$ cat config.mk
export PLATFORM = sky130hd
export DESIGN_NAME = aligned_page_run_allocator_core
export DESIGN_NICKNAME = d
export VERILOG_FILES = /design/src/apra_pkg.sv /design/src/apra_ctrl.sv /design/src/apra_dpath.sv /design/src/aligned_page_run_allocator_core.sv
export SDC_FILE = /design/constraint.sdc
export NUM_CORES = 2
export LEC_CHECK = 0
export BUFFER_PORTS_ARGS = -buffer_cell sky130_fd_sc_hd__buf_2
export CAP_MARGIN = 30
export CORE_MARGIN = 2
export CORE_UTILIZATION = 35
export CTS_BUF_LIST = sky130_fd_sc_hd__clkbuf_4 sky130_fd_sc_hd__clkbuf_8
export CTS_CLUSTER_SIZE = 25
export DETAILED_ROUTE_END_ITERATION = 10
export GPL_ROUTABILITY_DRIVEN = 0
export SLEW_MARGIN = 40
export SYNTH_ARGS = -nofsm -noshare
export SYNTH_HDL_FRONTEND = slang
export SYNTH_SLANG_ARGS = --single-unit
$ cat constraint.sdc
create_clock -name clk -period 22.3 [get_ports clk]
set_input_delay 1.115 -clock clk [delete_from_list [all_inputs] [get_ports clk]]
set_output_delay 1.115 -clock clk [all_outputs]
set_load 0.005 [all_outputs]
$ cat src/apra_pkg.sv
`default_nettype none

package apra_pkg;

  // Fixed geometry of a page and of one bitmap row.
  localparam int PAGE_BYTES = 4096;
  localparam int PAGE_SHIFT = $clog2(PAGE_BYTES);
  localparam int ROW_BITS   = 16;
  localparam int ROW_SHIFT  = $clog2(ROW_BITS);

  localparam logic [3:0] MAX_BLOCK_ORDER = 4'd10;

  localparam logic KIND_ALLOC = 1'b0;
  localparam logic KIND_FREE  = 1'b1;

  localparam logic [1:0] ST_OK       = 2'd0;
  localparam logic [1:0] ST_ORDER    = 2'd1;
  localparam logic [1:0] ST_NO_BLOCK = 2'd2;
  localparam logic [1:0] ST_IGNORED  = 2'd3;

  localparam int CFG_INDEX_W = 2;
  localparam logic [CFG_INDEX_W-1:0] REG_ADDRESS_OFFSET = 2'd0;
  localparam logic [CFG_INDEX_W-1:0] REG_PAGES_IN_USE   = 2'd1;

  localparam int PIU_W = 13;

  typedef struct packed {
    logic        kind;
    logic [3:0]  block_order;
    logic [63:0] block_address;
  } req_t;

  typedef struct packed {
    logic [63:0] granted_address;
    logic [1:0]  status;
  } rsp_t;

  typedef struct packed {
    logic clear;
    logic load;
    logic decode;
    logic chk_fail;
    logic no_fit;
    logic scan_init;
    logic scan_next;
    logic mark_init;
    logic mark_write;
    logic emit;
  } cmd_t;

  typedef struct packed {
    logic clear_last;
    logic chk_fail;
    logic is_alloc;
    logic found;
    logic scan_end;
    logic mark_last;
    logic res_room;
  } stat_t;

endpackage

`default_nettype wire

$ cat src/apra_ctrl.sv
`default_nettype none

module apra_ctrl (
  input  wire              clk,
  input  wire              rst,
  input  wire              req_valid,
  output logic             req_stall,
  input  apra_pkg::stat_t  stat,
  output apra_pkg::cmd_t   cmd
);
  import apra_pkg::*;

  typedef enum logic [8:0] {
    S_CLEAR    = 9'b000000001,
    S_IDLE     = 9'b000000010,
    S_DECODE   = 9'b000000100,
    S_CHECK    = 9'b000001000,
    S_SCAN_RD  = 9'b000010000,
    S_SCAN_CHK = 9'b000100000,
    S_MARK_RD  = 9'b001000000,
    S_MARK_WR  = 9'b010000000,
    S_RESULT   = 9'b100000000
  } state_t;

  state_t state;
  state_t state_next;

  always_ff @(posedge clk) begin
    if (rst) begin
      state <= S_CLEAR;
    end else begin
      state <= state_next;
    end
  end

  assign req_stall = (state != S_IDLE);

  always_comb begin
    state_next = state;
    cmd        = '0;
    unique case (state)
      S_CLEAR: begin
        cmd.clear = 1'b1;
        if (stat.clear_last) begin
          state_next = S_IDLE;
        end
      end
      S_IDLE: begin
        if (req_valid) begin
          cmd.load   = 1'b1;
          state_next = S_DECODE;
        end
      end
      S_DECODE: begin
        cmd.decode = 1'b1;
        state_next = S_CHECK;
      end
      S_CHECK: begin
        if (stat.chk_fail) begin
          cmd.chk_fail = 1'b1;
          state_next   = S_RESULT;
        end else if (stat.is_alloc) begin
          cmd.scan_init = 1'b1;
          state_next    = S_SCAN_RD;
        end else begin
          cmd.mark_init = 1'b1;
          state_next    = S_MARK_RD;
        end
      end
      // The row address is already on the memory; this cycle waits for its data.
      S_SCAN_RD: begin
        state_next = S_SCAN_CHK;
      end
      S_SCAN_CHK: begin
        if (stat.found) begin
          cmd.mark_init = 1'b1;
          state_next    = S_MARK_RD;
        end else if (stat.scan_end) begin
          cmd.no_fit = 1'b1;
          state_next = S_RESULT;
        end else begin
          cmd.scan_next = 1'b1;
          state_next    = S_SCAN_RD;
        end
      end
      S_MARK_RD: begin
        state_next = S_MARK_WR;
      end
      S_MARK_WR: begin
        cmd.mark_write = 1'b1;
        state_next     = stat.mark_last ? S_RESULT : S_MARK_RD;
      end
      S_RESULT: begin
        if (stat.res_room) begin
          cmd.emit   = 1'b1;
          state_next = S_IDLE;
        end
      end
      default: begin
        state_next = S_CLEAR;
      end
    endcase
  end

endmodule

`default_nettype wire

$ cat src/apra_dpath.sv
`default_nettype none

module apra_dpath #(
  parameter int PAGES = 4096
) (
  input  wire                                  clk,
  input  wire                                  rst,
  input  apra_pkg::cmd_t                       cmd,
  output apra_pkg::stat_t                      stat,
  input  apra_pkg::req_t                       req,
  input  wire                                  cfg_valid,
  input  wire  [apra_pkg::CFG_INDEX_W-1:0]     cfg_index,
  input  wire  [63:0]                          cfg_data,
  output logic                                 rsp_valid,
  input  wire                                  rsp_stall,
  output apra_pkg::rsp_t                       rsp
);
  import apra_pkg::*;

  localparam int ROWS = (PAGES + ROW_BITS - 1) / ROW_BITS;
  localparam int RW   = (ROWS > 1) ? $clog2(ROWS) : 1;
  localparam int PW   = RW + ROW_SHIFT;
  localparam int AW   = ((PW > 16) ? PW : 16) + 2;
  localparam int AVW  = ROW_SHIFT + 1;
  localparam int FW   = ROW_SHIFT + 2;

  logic [ROW_BITS-1:0] mem [ROWS];

  logic [63:0]         offset_q;
  logic [PIU_W-1:0]    piu_q;
  logic                kind_q;
  logic [3:0]          order_q;
  logic [63:0]         addr_q;
  logic [63:0]         local_q;
  logic [RW-1:0]       row;
  logic [RW-1:0]       last_row;
  logic [PW-1:0]       pfn_q;
  logic                blk_ok;
  logic [1:0]          res_status;
  logic [ROW_BITS-1:0] rdata;

  logic [AW-1:0]       count;
  logic [AW-1:0]       len;
  logic                order_big;
  logic [AW-1:0]       rb;
  logic [AW-1:0]       diff;
  logic [AVW-1:0]      avail;
  logic                small_run;
  logic [ROW_BITS:0]   lenmask_w;
  logic [ROW_BITS-1:0] lenmask;
  logic [ROW_BITS-1:0] hit;
  logic [ROW_SHIFT-1:0] hit_idx;
  logic [AW-1:0]       rmask;
  logic [AW-1:0]       row_aw;
  logic                first_row;
  logic                end_row;
  logic                row_full;
  logic                ok_now;
  logic [AW-1:0]       found_pfn;
  logic [63:0]         pfn64;
  logic                chk_fail;
  logic [1:0]          chk_code;
  logic [AW-1:0]       pfn_src;
  logic [AW-1:0]       end_src;
  logic [AW-1:0]       pfn_aw;
  logic [AW-1:0]       pend;
  logic [AW-1:0]       pg;
  logic [ROW_BITS-1:0] mark_mask;
  logic [ROW_BITS-1:0] wdata;
  logic                mem_we;
  logic [ROW_BITS-1:0] mem_wdata;

  always_comb begin
    count     = (AW'(piu_q) > AW'(PAGES)) ? AW'(PAGES) : AW'(piu_q);
    len       = AW'(1) << order_q;
    order_big = (order_q > MAX_BLOCK_ORDER);
    small_run = (order_q <= 4'(ROW_SHIFT));
    row_aw    = AW'(row);
    rb        = row_aw << ROW_SHIFT;

    // Pages of this row that still lie below the managed count.
    diff = count - rb;
    if (count <= rb) begin
      avail = '0;
    end else if (diff >= AW'(ROW_BITS)) begin
      avail = AVW'(ROW_BITS);
    end else begin
      avail = diff[AVW-1:0];
    end

    lenmask_w = ((ROW_BITS+1)'(1) << len[ROW_SHIFT:0]) - (ROW_BITS+1)'(1);
    lenmask   = lenmask_w[ROW_BITS-1:0];

    hit = '0;
    for (int b = 0; b < ROW_BITS; b++) begin
      hit[b] = ((ROW_SHIFT'(b) & ROW_SHIFT'(len - AW'(1))) == '0)
               && (&((rdata >> b) | ~lenmask))
               && (FW'(b) + FW'(len[ROW_SHIFT:0]) <= FW'(avail));
    end
    hit_idx = '0;
    for (int b = ROW_BITS - 1; b >= 0; b--) begin
      if (hit[b]) begin
        hit_idx = ROW_SHIFT'(b);
      end
    end

    // A run longer than a row covers an aligned group of whole rows.
    rmask     = (AW'(1) << (order_q - 4'(ROW_SHIFT))) - AW'(1);
    first_row = ((row_aw & rmask) == '0);
    end_row   = ((row_aw & rmask) == rmask);
    row_full  = (&rdata) && (avail == AVW'(ROW_BITS));
    ok_now    = (first_row || blk_ok) && row_full;

    if (small_run) begin
      stat.found = |hit;
      found_pfn  = rb + AW'(hit_idx);
    end else begin
      stat.found = end_row && ok_now;
      found_pfn  = (row_aw & ~rmask) << ROW_SHIFT;
    end
    stat.scan_end = (rb + AW'(ROW_BITS) >= count);

    pfn64    = local_q >> PAGE_SHIFT;
    chk_fail = 1'b0;
    chk_code = ST_OK;
    if (kind_q == KIND_ALLOC) begin
      if (order_big) begin
        chk_fail = 1'b1;
        chk_code = ST_ORDER;
      end else if (len > count) begin
        chk_fail = 1'b1;
        chk_code = ST_NO_BLOCK;
      end
    end else begin
      if (local_q == '0 || order_big || len > count) begin
        chk_fail = 1'b1;
        chk_code = ST_IGNORED;
      end else if (pfn64 > 64'(count - len)) begin
        chk_fail = 1'b1;
        chk_code = ST_IGNORED;
      end
    end

    pfn_src = (kind_q == KIND_ALLOC) ? found_pfn : AW'(pfn64[PW-1:0]);
    end_src = pfn_src + len - AW'(1);

    pfn_aw = AW'(pfn_q);
    pend   = pfn_aw + len;
    pg     = '0;
    for (int b = 0; b < ROW_BITS; b++) begin
      pg           = rb + AW'(b);
      mark_mask[b] = (pg >= pfn_aw) && (pg < pend);
    end
    wdata = (kind_q == KIND_FREE) ? (rdata | mark_mask) : (rdata & ~mark_mask);

    mem_we    = cmd.clear || cmd.mark_write;
    mem_wdata = cmd.clear ? '0 : wdata;

    stat.clear_last = (row == RW'(ROWS - 1));
    stat.chk_fail   = chk_fail;
    stat.is_alloc   = (kind_q == KIND_ALLOC);
    stat.mark_last  = (row == last_row);
    stat.res_room   = !rsp_valid || !rsp_stall;
  end

  // The bitmap is read at the current row every cycle.
  always_ff @(posedge clk) begin
    if (mem_we) begin
      mem[row] <= mem_wdata;
    end
    rdata <= mem[row];
  end

  always_ff @(posedge clk) begin
    if (rst) begin
      offset_q   <= '0;
      piu_q      <= '0;
      row        <= '0;
      blk_ok     <= 1'b0;
      res_status <= ST_OK;
      rsp_valid  <= 1'b0;
    end else begin
      if (cfg_valid) begin
        unique case (cfg_index)
          REG_ADDRESS_OFFSET: offset_q <= cfg_data;
          REG_PAGES_IN_USE:   piu_q    <= cfg_data[PIU_W-1:0];
          default: ;
        endcase
      end

      if (cmd.clear) begin
        row <= stat.clear_last ? '0 : row + RW'(1);
      end else if (cmd.scan_init) begin
        row    <= '0;
        blk_ok <= 1'b0;
      end else if (cmd.scan_next) begin
        row    <= row + RW'(1);
        blk_ok <= ok_now;
      end else if (cmd.mark_init) begin
        row        <= RW'(pfn_src >> ROW_SHIFT);
        res_status <= ST_OK;
      end else if (cmd.mark_write) begin
        row <= row + RW'(1);
      end else if (cmd.chk_fail) begin
        res_status <= chk_code;
      end else if (cmd.no_fit) begin
        res_status <= ST_NO_BLOCK;
      end

      if (cmd.emit) begin
        rsp_valid <= 1'b1;
      end else if (!rsp_stall) begin
        rsp_valid <= 1'b0;
      end
    end
  end

  always_ff @(posedge clk) begin
    if (cmd.load) begin
      kind_q  <= req.kind;
      order_q <= req.block_order;
      addr_q  <= req.block_address;
    end
    if (cmd.decode) begin
      local_q <= addr_q - offset_q;
    end
    if (cmd.mark_init) begin
      pfn_q    <= PW'(pfn_src);
      last_row <= RW'(end_src >> ROW_SHIFT);
    end
    if (cmd.emit) begin
      rsp.status <= res_status;
      if (res_status == ST_OK && kind_q == KIND_ALLOC) begin
        rsp.granted_address <= (64'(pfn_q) << PAGE_SHIFT) + offset_q;
      end else begin
        rsp.granted_address <= '0;
      end
    end
  end

endmodule

`default_nettype wire

$ cat src/aligned_page_run_allocator_core.sv
// Steps: decode and range check, then a read and a check state per bitmap row scanned
// (16 pages a row, first-fit from page 0), a read and a write state per row marked,
// and a result state that loads the result register. One request is handled at a time.
// The result register lets the next request start while the previous beat waits to be taken.
// Reset (rst, synchronous) zeroes the configuration, row and status registers and then clears the
// bitmap, ceil(PAGES/16) rows (256 by default), during which no request is accepted.
`default_nettype none

module aligned_page_run_allocator_core #(
  parameter int PAGES = 4096
) (
  input  wire                                 clk,
  input  wire                                 rst,
  input  wire                                 req_valid,
  output logic                                req_stall,
  input  apra_pkg::req_t                      req,
  output logic                                rsp_valid,
  input  wire                                 rsp_stall,
  output apra_pkg::rsp_t                      rsp,
  input  wire                                 cfg_valid,
  output logic                                cfg_ready,
  input  wire  [apra_pkg::CFG_INDEX_W-1:0]    cfg_index,
  input  wire  [63:0]                         cfg_data
);
  import apra_pkg::*;

  cmd_t  cmd;
  stat_t stat;

  assign cfg_ready = 1'b1;

  apra_ctrl u_ctrl (
    .clk       (clk),
    .rst       (rst),
    .req_valid (req_valid),
    .req_stall (req_stall),
    .stat      (stat),
    .cmd       (cmd)
  );

  apra_dpath #(
    .PAGES (PAGES)
  ) u_dpath (
    .clk       (clk),
    .rst       (rst),
    .cmd       (cmd),
    .stat      (stat),
    .req       (req),
    .cfg_valid (cfg_valid),
    .cfg_index (cfg_index),
    .cfg_data  (cfg_data),
    .rsp_valid (rsp_valid),
    .rsp_stall (rsp_stall),
    .rsp       (rsp)
  );

endmodule

`default_nettype wire
* Word-level counts from Yosys, hierarchy flattened
Memories as Yosys holds them, arrays and structs flattened. A register that Yosys moved wholly into a read port is not among the register bits. Index checks and enable logic that the tools add are counted.
Storage, ports and cells: memories kept 1, register bits after elaboration 317, input bits 140, memory bits (writable) 4096, logic and storage cells 350
Memories:
- u_dpath.mem | words 256, bits a word 16, rd ports 1, clocked after Yosys merged registers in 1, wr ports 1, line apra_dpath.sv:27 | logic [ROW_BITS-1:0] mem [ROWS];
Operators by class: $add $sub $neg 44, order comparisons 56, mux-type cells 81, shift operators 3, equal/unequal tests 20, reductions and logical operators 103, bitwise gates (word level) 27
Operators by type and width (number):
- AND reduction 16 bit | 17
- >= comparator 18 x 12 -> 1 bit | 15
- less-than comparator 18 bit | 15
- adder 12 x 4 -> 13 bit (second input constant) | 8
- <= comparator 6 x 5 -> 1 bit | 15
- case mux 9 bit (9 select lines) | 1
- adder 24 x 64 -> 64 bit | 1
- greater-than comparator 52 x 64 -> 1 bit | 1
- zero test 64 bit | 1
- two-way mux 4 bit | 16
- subtractor 64 bit | 1
- two-way mux 9 bit | 7
- zero test 4 bit | 15
- adder 12 x 3 -> 13 bit (second input constant) | 4
- logical AND 1 bit | 51
- adder 4 x 5 -> 6 bit (first input constant) | 8
- two-way mux 8 bit | 6
- << shifter 1 x 4 -> 18 bit (first input constant) | 2
- two-way mux 1 bit | 33
- two-way mux 16 bit | 2
- inverter 16 bit | 2
- bitwise OR 16 bit | 2
- adder 12 x 2 -> 13 bit (second input constant) | 2
- adder 3 x 5 -> 6 bit (first input constant) | 4
- 80 further kinds | 105

* Depth between registers and ports, before layout
depth in word-level cells 31, gate-level depth with buffers 43

* By module
Synthesis repeated with hierarchy kept, for this count alone.
Second synthesis, totals: cells, all modules 9127, area total of the unflattened synthesis 181103.7 sq um
Modules (own cells, without submodules):
- apra_dpath | instances 1, sequential area each 131676.3 sq um, cells an instance 9052, area an instance 180476.8 sq um
- apra_ctrl | instances 1, sequential area each 180.2 sq um, cells an instance 73, area an instance 615.6 sq um
- aligned_page_run_allocator_core | instances 1, sequential area each 0.0 sq um, cells an instance 2, area an instance 11.3 sq um

* Worst setup path after synthesis
Ideal clock, no wire load.
path kind register to register, start register u_dpath.order_q[1], end memory u_dpath.mem[0][3], data pin, library setup time 2241 ps, clock period less this slack 17445 ps, required time 20059 ps, slack 4855 ps, arrival time 15204 ps, stages on the path, launching flop included 23, path through edfxtp_1 clkbuf_1 clkbuf_1 nand2b_1 nor3_1 ha_1 a21o_1 a21oi_1 o21bai_1 a21oi_1 o21bai_1 a21oi_1 o21bai_1 a21oi_1 xor2_1 ha_1 and3_1 a221oi_1 a21oi_1 a211oi_1 or4b_2 nand2_1 o31ai_1
Between the ends: longest elaborated chain between the ends 8, elaborated cells on any way between the ends 9, those cells by class add/sub: 1; order compare: 1; shift: 1; mux: 2; bitwise: 3; reduce/logical: 1
Ends and longest elaborated chain:
- start, declared | line apra_dpath.sv:32 | logic [3:0] order_q;
- start signal, assigned | line apra_dpath.sv:221 | order_q <= req.block_order;
- << shifter 1 x 4 -> 18 bit (*) | line apra_dpath.sv:75 | len = AW'(1) << order_q;
- adder 12 x 18 -> 18 bit (*) | line apra_dpath.sv:148 | pend = pfn_aw + len;
- less-than comparator 18 bit (*) | line apra_dpath.sv:152 | mark_mask[b] = (pg >= pfn_aw) && (pg < pend);
- logical AND 1 bit (*) | line apra_dpath.sv:152
- inverter 16 bit | line apra_dpath.sv:154 | wdata = (kind_q == KIND_FREE) ? (rdata | mark_mask) : (rdata & ~mark_mask);
- AND 16 bit | line apra_dpath.sv:154
- two-way mux 16 bit (*) | line apra_dpath.sv:154
- two-way mux 16 bit (*) | line apra_dpath.sv:157 | mem_wdata = cmd.clear ? '0 : wdata;
- via u_dpath.mem_wdata[3] | line apra_dpath.sv:71 | logic [ROW_BITS-1:0] mem_wdata;
- end, declared | line apra_dpath.sv:27
The timed path passes the listed nets; every way through them passes the cells marked *.

* Worst setup path after layout
start register u_dpath.piu_q[12], end register u_dpath.last_row[6], data pin
Between the ends: longest elaborated chain between the ends 29, elaborated cells on any way between the ends 60, those cells by class add/sub: 4; order compare: 19; mux: 21; reduce/logical: 16
Ends and longest elaborated chain:
- start, declared | line apra_dpath.sv:30 | logic [PIU_W-1:0] piu_q;
- start signal, assigned | line apra_dpath.sv:186 | REG_PAGES_IN_USE: piu_q <= cfg_data[PIU_W-1:0];
- greater-than comparator 13 bit | line apra_dpath.sv:74 | count = (AW'(piu_q) > AW'(PAGES)) ? AW'(PAGES) : AW'(piu_q);
- two-way mux 13 bit (*) | line apra_dpath.sv:74
- subtractor 18 x 12 -> 18 bit | line apra_dpath.sv:82 | diff = count - rb;
- >= comparator 18 x 5 -> 1 bit | line apra_dpath.sv:85 | end else if (diff >= AW'(ROW_BITS)) begin
- two-way mux 5 bit | line apra_dpath.sv:85
- two-way mux 5 bit (*) | line apra_dpath.sv:83 | if (count <= rb) begin
- <= comparator 6 x 5 -> 1 bit | line apra_dpath.sv:98 | && (FW'(b) + FW'(len[ROW_SHIFT:0]) <= FW'(avail));
- logical AND 1 bit | line apra_dpath.sv:98
- two-way mux 4 bit (15 in series) | line apra_dpath.sv:102 | if (hit[b]) begin
- two-way mux 4 bit (*) | line apra_dpath.sv:102
- adder 12 x 4 -> 12 bit (*) | line apra_dpath.sv:116 | found_pfn = rb + AW'(hit_idx);
- two-way mux 12 bit (*) | line apra_dpath.sv:114 | if (small_run) begin
- two-way mux 12 bit (*) | line apra_dpath.sv:144 | pfn_src = (kind_q == KIND_ALLOC) ? found_pfn : AW'(pfn64[PW-1:0]);
- via u_dpath.pfn_src[1] | line apra_dpath.sv:63 | logic [AW-1:0] pfn_src;
- adder 12 bit (*) | line apra_dpath.sv:145 | end_src = pfn_src + len - AW'(1);
- subtractor 12 x 1 -> 12 bit (*) | line apra_dpath.sv:145
- via u_dpath.end_src[10] | line apra_dpath.sv:64 | logic [AW-1:0] end_src;
- end signal, assigned | line apra_dpath.sv:229 | last_row <= RW'(end_src >> ROW_SHIFT);
- end, declared | line apra_dpath.sv:36 | logic [RW-1:0] last_row;
Marks and branches as above. A chain may end at the register's enable or synchronous reset.

==> results <==
- The peak clock frequency supported by timing is 0.103 GHz.
- The die covers 523000 µm².
- The layout overhead on the synthesized area is 15.6%.
- The share of final-layout standard cells stronger than drive strength 1 is 31.5%.
- The core region is 516000 µm².
- The clock period could shrink to 9.67 ns.
- Setup total negative slack on the finished layout was measured at 0 ns.
- The floorplan has 264 rows.
- The final count of negative-setup-slack endpoints is 0.
- The number of slew-limit violations in the final report is 0.
- The total net switching power is 4.80 mW.
- The via count of the first global-routing pass is 99700.
- The first-pass GRT wire length is 729000 µm.
- Post-CTS timing repair inserted 0 buffers for setup.
- The leakage power is 61.8 nW.
- The overall die width is 723 µm.
- The type of the setup path with the least slack is reg -> reg.
- The share of Yosys cell area claimed by the top area cell type is 71.6%.
- STA puts the critical path data required time at 23.37 ns.
- The final reports fail on DRC.
- The initial antenna violation count is 17.
- Entering global routing, the biggest net connects 191 pins.
- After layout, the worst path uses 43.4% of the clock period.
- The average instance in the mapped netlist occupies 19.7 µm².
- The cell count after synthesis is 9168.
- The die is 723 µm tall.
- The dominant cell by count in the synthesized netlist is sky130_fd_sc_hd__edfxtp_1.
- For this design, the sink count on the clock tree is 4429.
- For this run, the share of the core covered by cells in the final layout is 40.6%.
- The clock root buffer master is sky130_fd_sc_hd__clkbuf_8.
- In this run the deepest clock path goes through 4 buffers.
- By instance count, the cell type seen most on the critical path is sky130_fd_sc_hd__ha_1.
- The number of buffers inserted by hold repair at cts is 117.
- The worst-case setup margin in the final layout is 12.63 ns.
- The register bit total from synthesis is 4429.
- Across the VDD grid, the largest voltage drop is 0.0702 mV.
- After clock tree synthesis, the repair step resized 0 gates.
- The portion of total power attributed to the clock network is 37.0%.
- In the synthesized netlist, the cells that appear most often are sky130_fd_sc_hd__edfxtp_1, sky130_fd_sc_hd__mux4_2, sky130_fd_sc_hd__nor2_1, sky130_fd_sc_hd__nand2_1, sky130_fd_sc_hd__clkbuf_1.
- The total iterations of the first detailed-routing run is 11.
- The hold violation count in the final report was 0.
- The critical path's top delay family is compound AO/OA/AOI/OAI gates.
- The internal portion of the total power is 13.9 mW.
- The initial utilization of the core area, before any placement, comes to 35.1%.
- The buffering stage count on the worst path with inverters included is 4.
- Setup repair after global routing left no endpoint under its margin.
- Yosys mapped a number of flops with a built-in enable equal to 4315.
- The clock slew at the register clock pins of the worst setup and hold paths is 0.06 ns.
- OpenSTA, run right after detailed placement, puts the worst setup slack at 13.15 ns.
- TritonCTS built the clock tree.
- At the end of the flow, the number of nets in the layout was 10600.
- The final route contains 98200 vias.
- Input and output buffers added on the ports amount to 207.
- The biggest area contributor in the post-synthesis netlist is sky130_fd_sc_hd__edfxtp_1.
- After detailed routing, the average wire length per cell comes to 29.3 µm.
- For the pin with the worst max-slew slack, the measured transition is 0.943 ns.
- The data arrival time of the critical path is 10.74 ns.
- The insertion delay to the later sink of the worst-skew pair is 1.30 ns.
- The final routed DRC violation total is 8.
- Yosys printed 0 warnings.
- Power spread over the standard cell area amounts to 89.5 nW/µm².
- For this design the top-level I/O count stands at 209.
- The tool flagged a number of max-cap violations equal to 0.
- The global-route usage over all layers is 19.2%.
- Between clock sinks in the finished design, the worst skew comes to 0.0809 ns.
- The number of violations reported at the end of detailed-routing iteration 0 is 12300.
- The clock tree synthesis step divided the H-tree into 6 levels.
- The maximum fanout along the worst path is 16.
- For this design, the slowest cell found on the critical path is sky130_fd_sc_hd__dfxtp_1.
- The share of flip-flops with an asynchronous set or reset is 0%.
- The reg2reg setup slack is 12.63 ns.
- The capturing element type of the critical path is a flip-flop.
- Combinational cells account for 13.5% of the total power.
- The average vias per placed instance is 5.58.
- The fraction of the yosys area taken by sequential cells is 72.8%.
- The number of distinct standard cells referenced by the synthesized netlist is 103.
- The remaining max-slew budget at the tightest pin is 37.1%.
- STA classifies the critical path startpoint as a flip-flop.
- In the synthesized netlist the dominant register cell turns out to be sky130_fd_sc_hd__edfxtp_1.
- The detailed placement HPWL is 312000 µm.
- The sequential power share is 49.4%.
- The maximum cell stage delay along the critical path is 0.71 ns.
- The remaining global-route overflow is 0.
- The combined area of all synthesized cells is 181000 µm².
- By area the synthesized netlist is led by sky130_fd_sc_hd__edfxtp_1, sky130_fd_sc_hd__mux4_2, sky130_fd_sc_hd__ha_1, sky130_fd_sc_hd__dfxtp_1, sky130_fd_sc_hd__nor2_1.
- The switching power as a share of total power is 25.6%.
- After detailed routing, the total wire length is 516000 µm.
- Buffers inserted during clock tree synthesis total 709.
- The path class of the tightest hold or removal check is in -> reg.
- The number of nets in the synthesized netlist is 9589.
- The run finished, with violations left.
- The post-route antenna net violation count is 0.
[power by group through the flow]
| stage | clock network (mW) | logic (mW) | registers [mW] |
|---|---|---|---|
| after floorplan | 0 | 1.63 | 9.41 |
| after detailed placement | 0 | 2.50 | 9.43 |
| after CTS | 7.07 | 2.52 | 9.26 |
| final | 6.94 | 2.53 | 9.26 |
| after global placement | 0 | 2.46 | 9.43 |
| after global routing | 7.42 | 2.64 | 9.26 |
[worst register-to-register path: cells and delay by family (launching register included)]
family	cells	cell delay, ns
AO/OA/AOI/OAI	18	4.08
XOR/XNOR	1	0.49
adder cells (fa/ha/maj)	4	1.14
buffers and inverters	4	0.66
flip-flops	1	0.71
AND/OR/NAND/NOR	12	2.38
[per-layer routing]
metal	global-route usage (%)	vias to the layer above	wire length [µm]
li1	-	39900	-
met1	25.5	52200	203000
met2	31.5	5073	248000
met3	3.71	1046	44700
met4	6.97	10	20600
met5	0.111	-	132
[layout by cell type, fill, tap and decap left out, types with 29 or more instances in the layout]
cell type / netlist / final
sky130_fd_sc_hd__edfxtp_1: 4315 / 4315
sky130_fd_sc_hd__mux4_2: 1290 / 1290
sky130_fd_sc_hd__clkbuf_8: 0 / 736
sky130_fd_sc_hd__nand2_1: 395 / 384
sky130_fd_sc_hd__buf_4: 1 / 328
sky130_fd_sc_hd__ha_1: 275 / 274
sky130_fd_sc_hd__a21oi_1: 262 / 261
sky130_fd_sc_hd__nor2_1: 498 / 245
sky130_fd_sc_hd__inv_1: 234 / 230
sky130_fd_sc_hd__clkbuf_4: 0 / 220
sky130_fd_sc_hd__buf_2: 15 / 206
sky130_fd_sc_hd__nor2_2: 0 / 180
sky130_fd_sc_hd__clkinv_1: 3 / 172
sky130_fd_sc_hd__o21ai_0: 137 / 134
sky130_fd_sc_hd__dlygate4sd3_1: 0 / 117
sky130_fd_sc_hd__xnor2_1: 116 / 115
sky130_fd_sc_hd__nand3_1: 126 / 110
sky130_fd_sc_hd__dfxtp_1: 114 / 109
sky130_fd_sc_hd__nor3_1: 78 / 73
sky130_fd_sc_hd__nor2_4: 0 / 73
sky130_fd_sc_hd__a21o_1: 63 / 63
sky130_fd_sc_hd__nand4_1: 54 / 54
sky130_fd_sc_hd__clkinv_2: 1 / 53
sky130_fd_sc_hd__nor4_1: 52 / 45
sky130_fd_sc_hd__nor2b_1: 43 / 41
sky130_fd_sc_hd__xor2_1: 38 / 38
sky130_fd_sc_hd__buf_6: 0 / 38
sky130_fd_sc_hd__o22ai_1: 38 / 37
sky130_fd_sc_hd__nand2b_1: 36 / 35
sky130_fd_sc_hd__and3_1: 33 / 33
sky130_fd_sc_hd__a31oi_1: 31 / 29
[through the flow]
step	power, mW	hold WS, ns	area [µm²]	std cells
2_1_floorplan	11.0	0.436	181000	9168
3_3_place_gp	11.9	0.445	193000	16200
3_5_place_dp	11.9	0.447	194000	16200
4_1_cts	18.8	0.000413	209000	17600
5_1_grt	19.3	0.0698	209000	17600
6_report	18.7	0.111	209000	17600
[area by class of cell]
type                    count  area, µm²
clock buffers             953      11700
repair buffers            729       5950
well taps                6916       8650
multi-input cells        4038      47900
fillers                 45500     307000
flip-flops and latches   4429     132000
diodes                     14       35.0
clock inverters           296       2170
inverters                 240        912
[final timing paths]
kind                  startpoint                   to  depth (start not counted)
max            u_dpath.piu_q[12]  u_dpath.last_row[6]                         39
min                      req[30]   u_dpath.addr_q[30]                          1
max reg2reg    u_dpath.piu_q[12]  u_dpath.last_row[6]                         39
min reg2reg  u_dpath.offset_q[5]  u_dpath.offset_q[5]                          2
[registers in the layout, indices dropped and copies added, names as in the netlist]
signal,flops
u_dpath.kind_q,1
u_dpath.row,8
u_dpath.piu_q,13
u_ctrl.state,9
u_dpath.addr_q,64
u_dpath.res_status,2
u_dpath.offset_q,64
u_dpath.local_q,64
u_dpath.pfn_q,12
u_dpath.last_row,8
u_dpath.mem,4096
u_dpath.rsp,66
u_dpath.rdata,16
u_dpath.blk_ok,1
u_dpath.rsp_valid,1
u_dpath.order_q,4
[kinds of logic (layout without fill, tap and decap cells)]
logic type / after synthesis / after routing / share of synthesized area [%]
other cells: 1 / 15 / 0.00207
compound gates: 835 / 835 / 3.02
flops: 4429 / 4429 / 72.8
simple gates: 1442 / 1442 / 3.72
mux: 1324 / 1324 / 16.2
xor+xnor: 155 / 155 / 0.754
fa+ha+maj: 281 / 281 / 1.97
buf+inv: 701 / 2218 / 1.47
(Power assumes the default switching activity.)
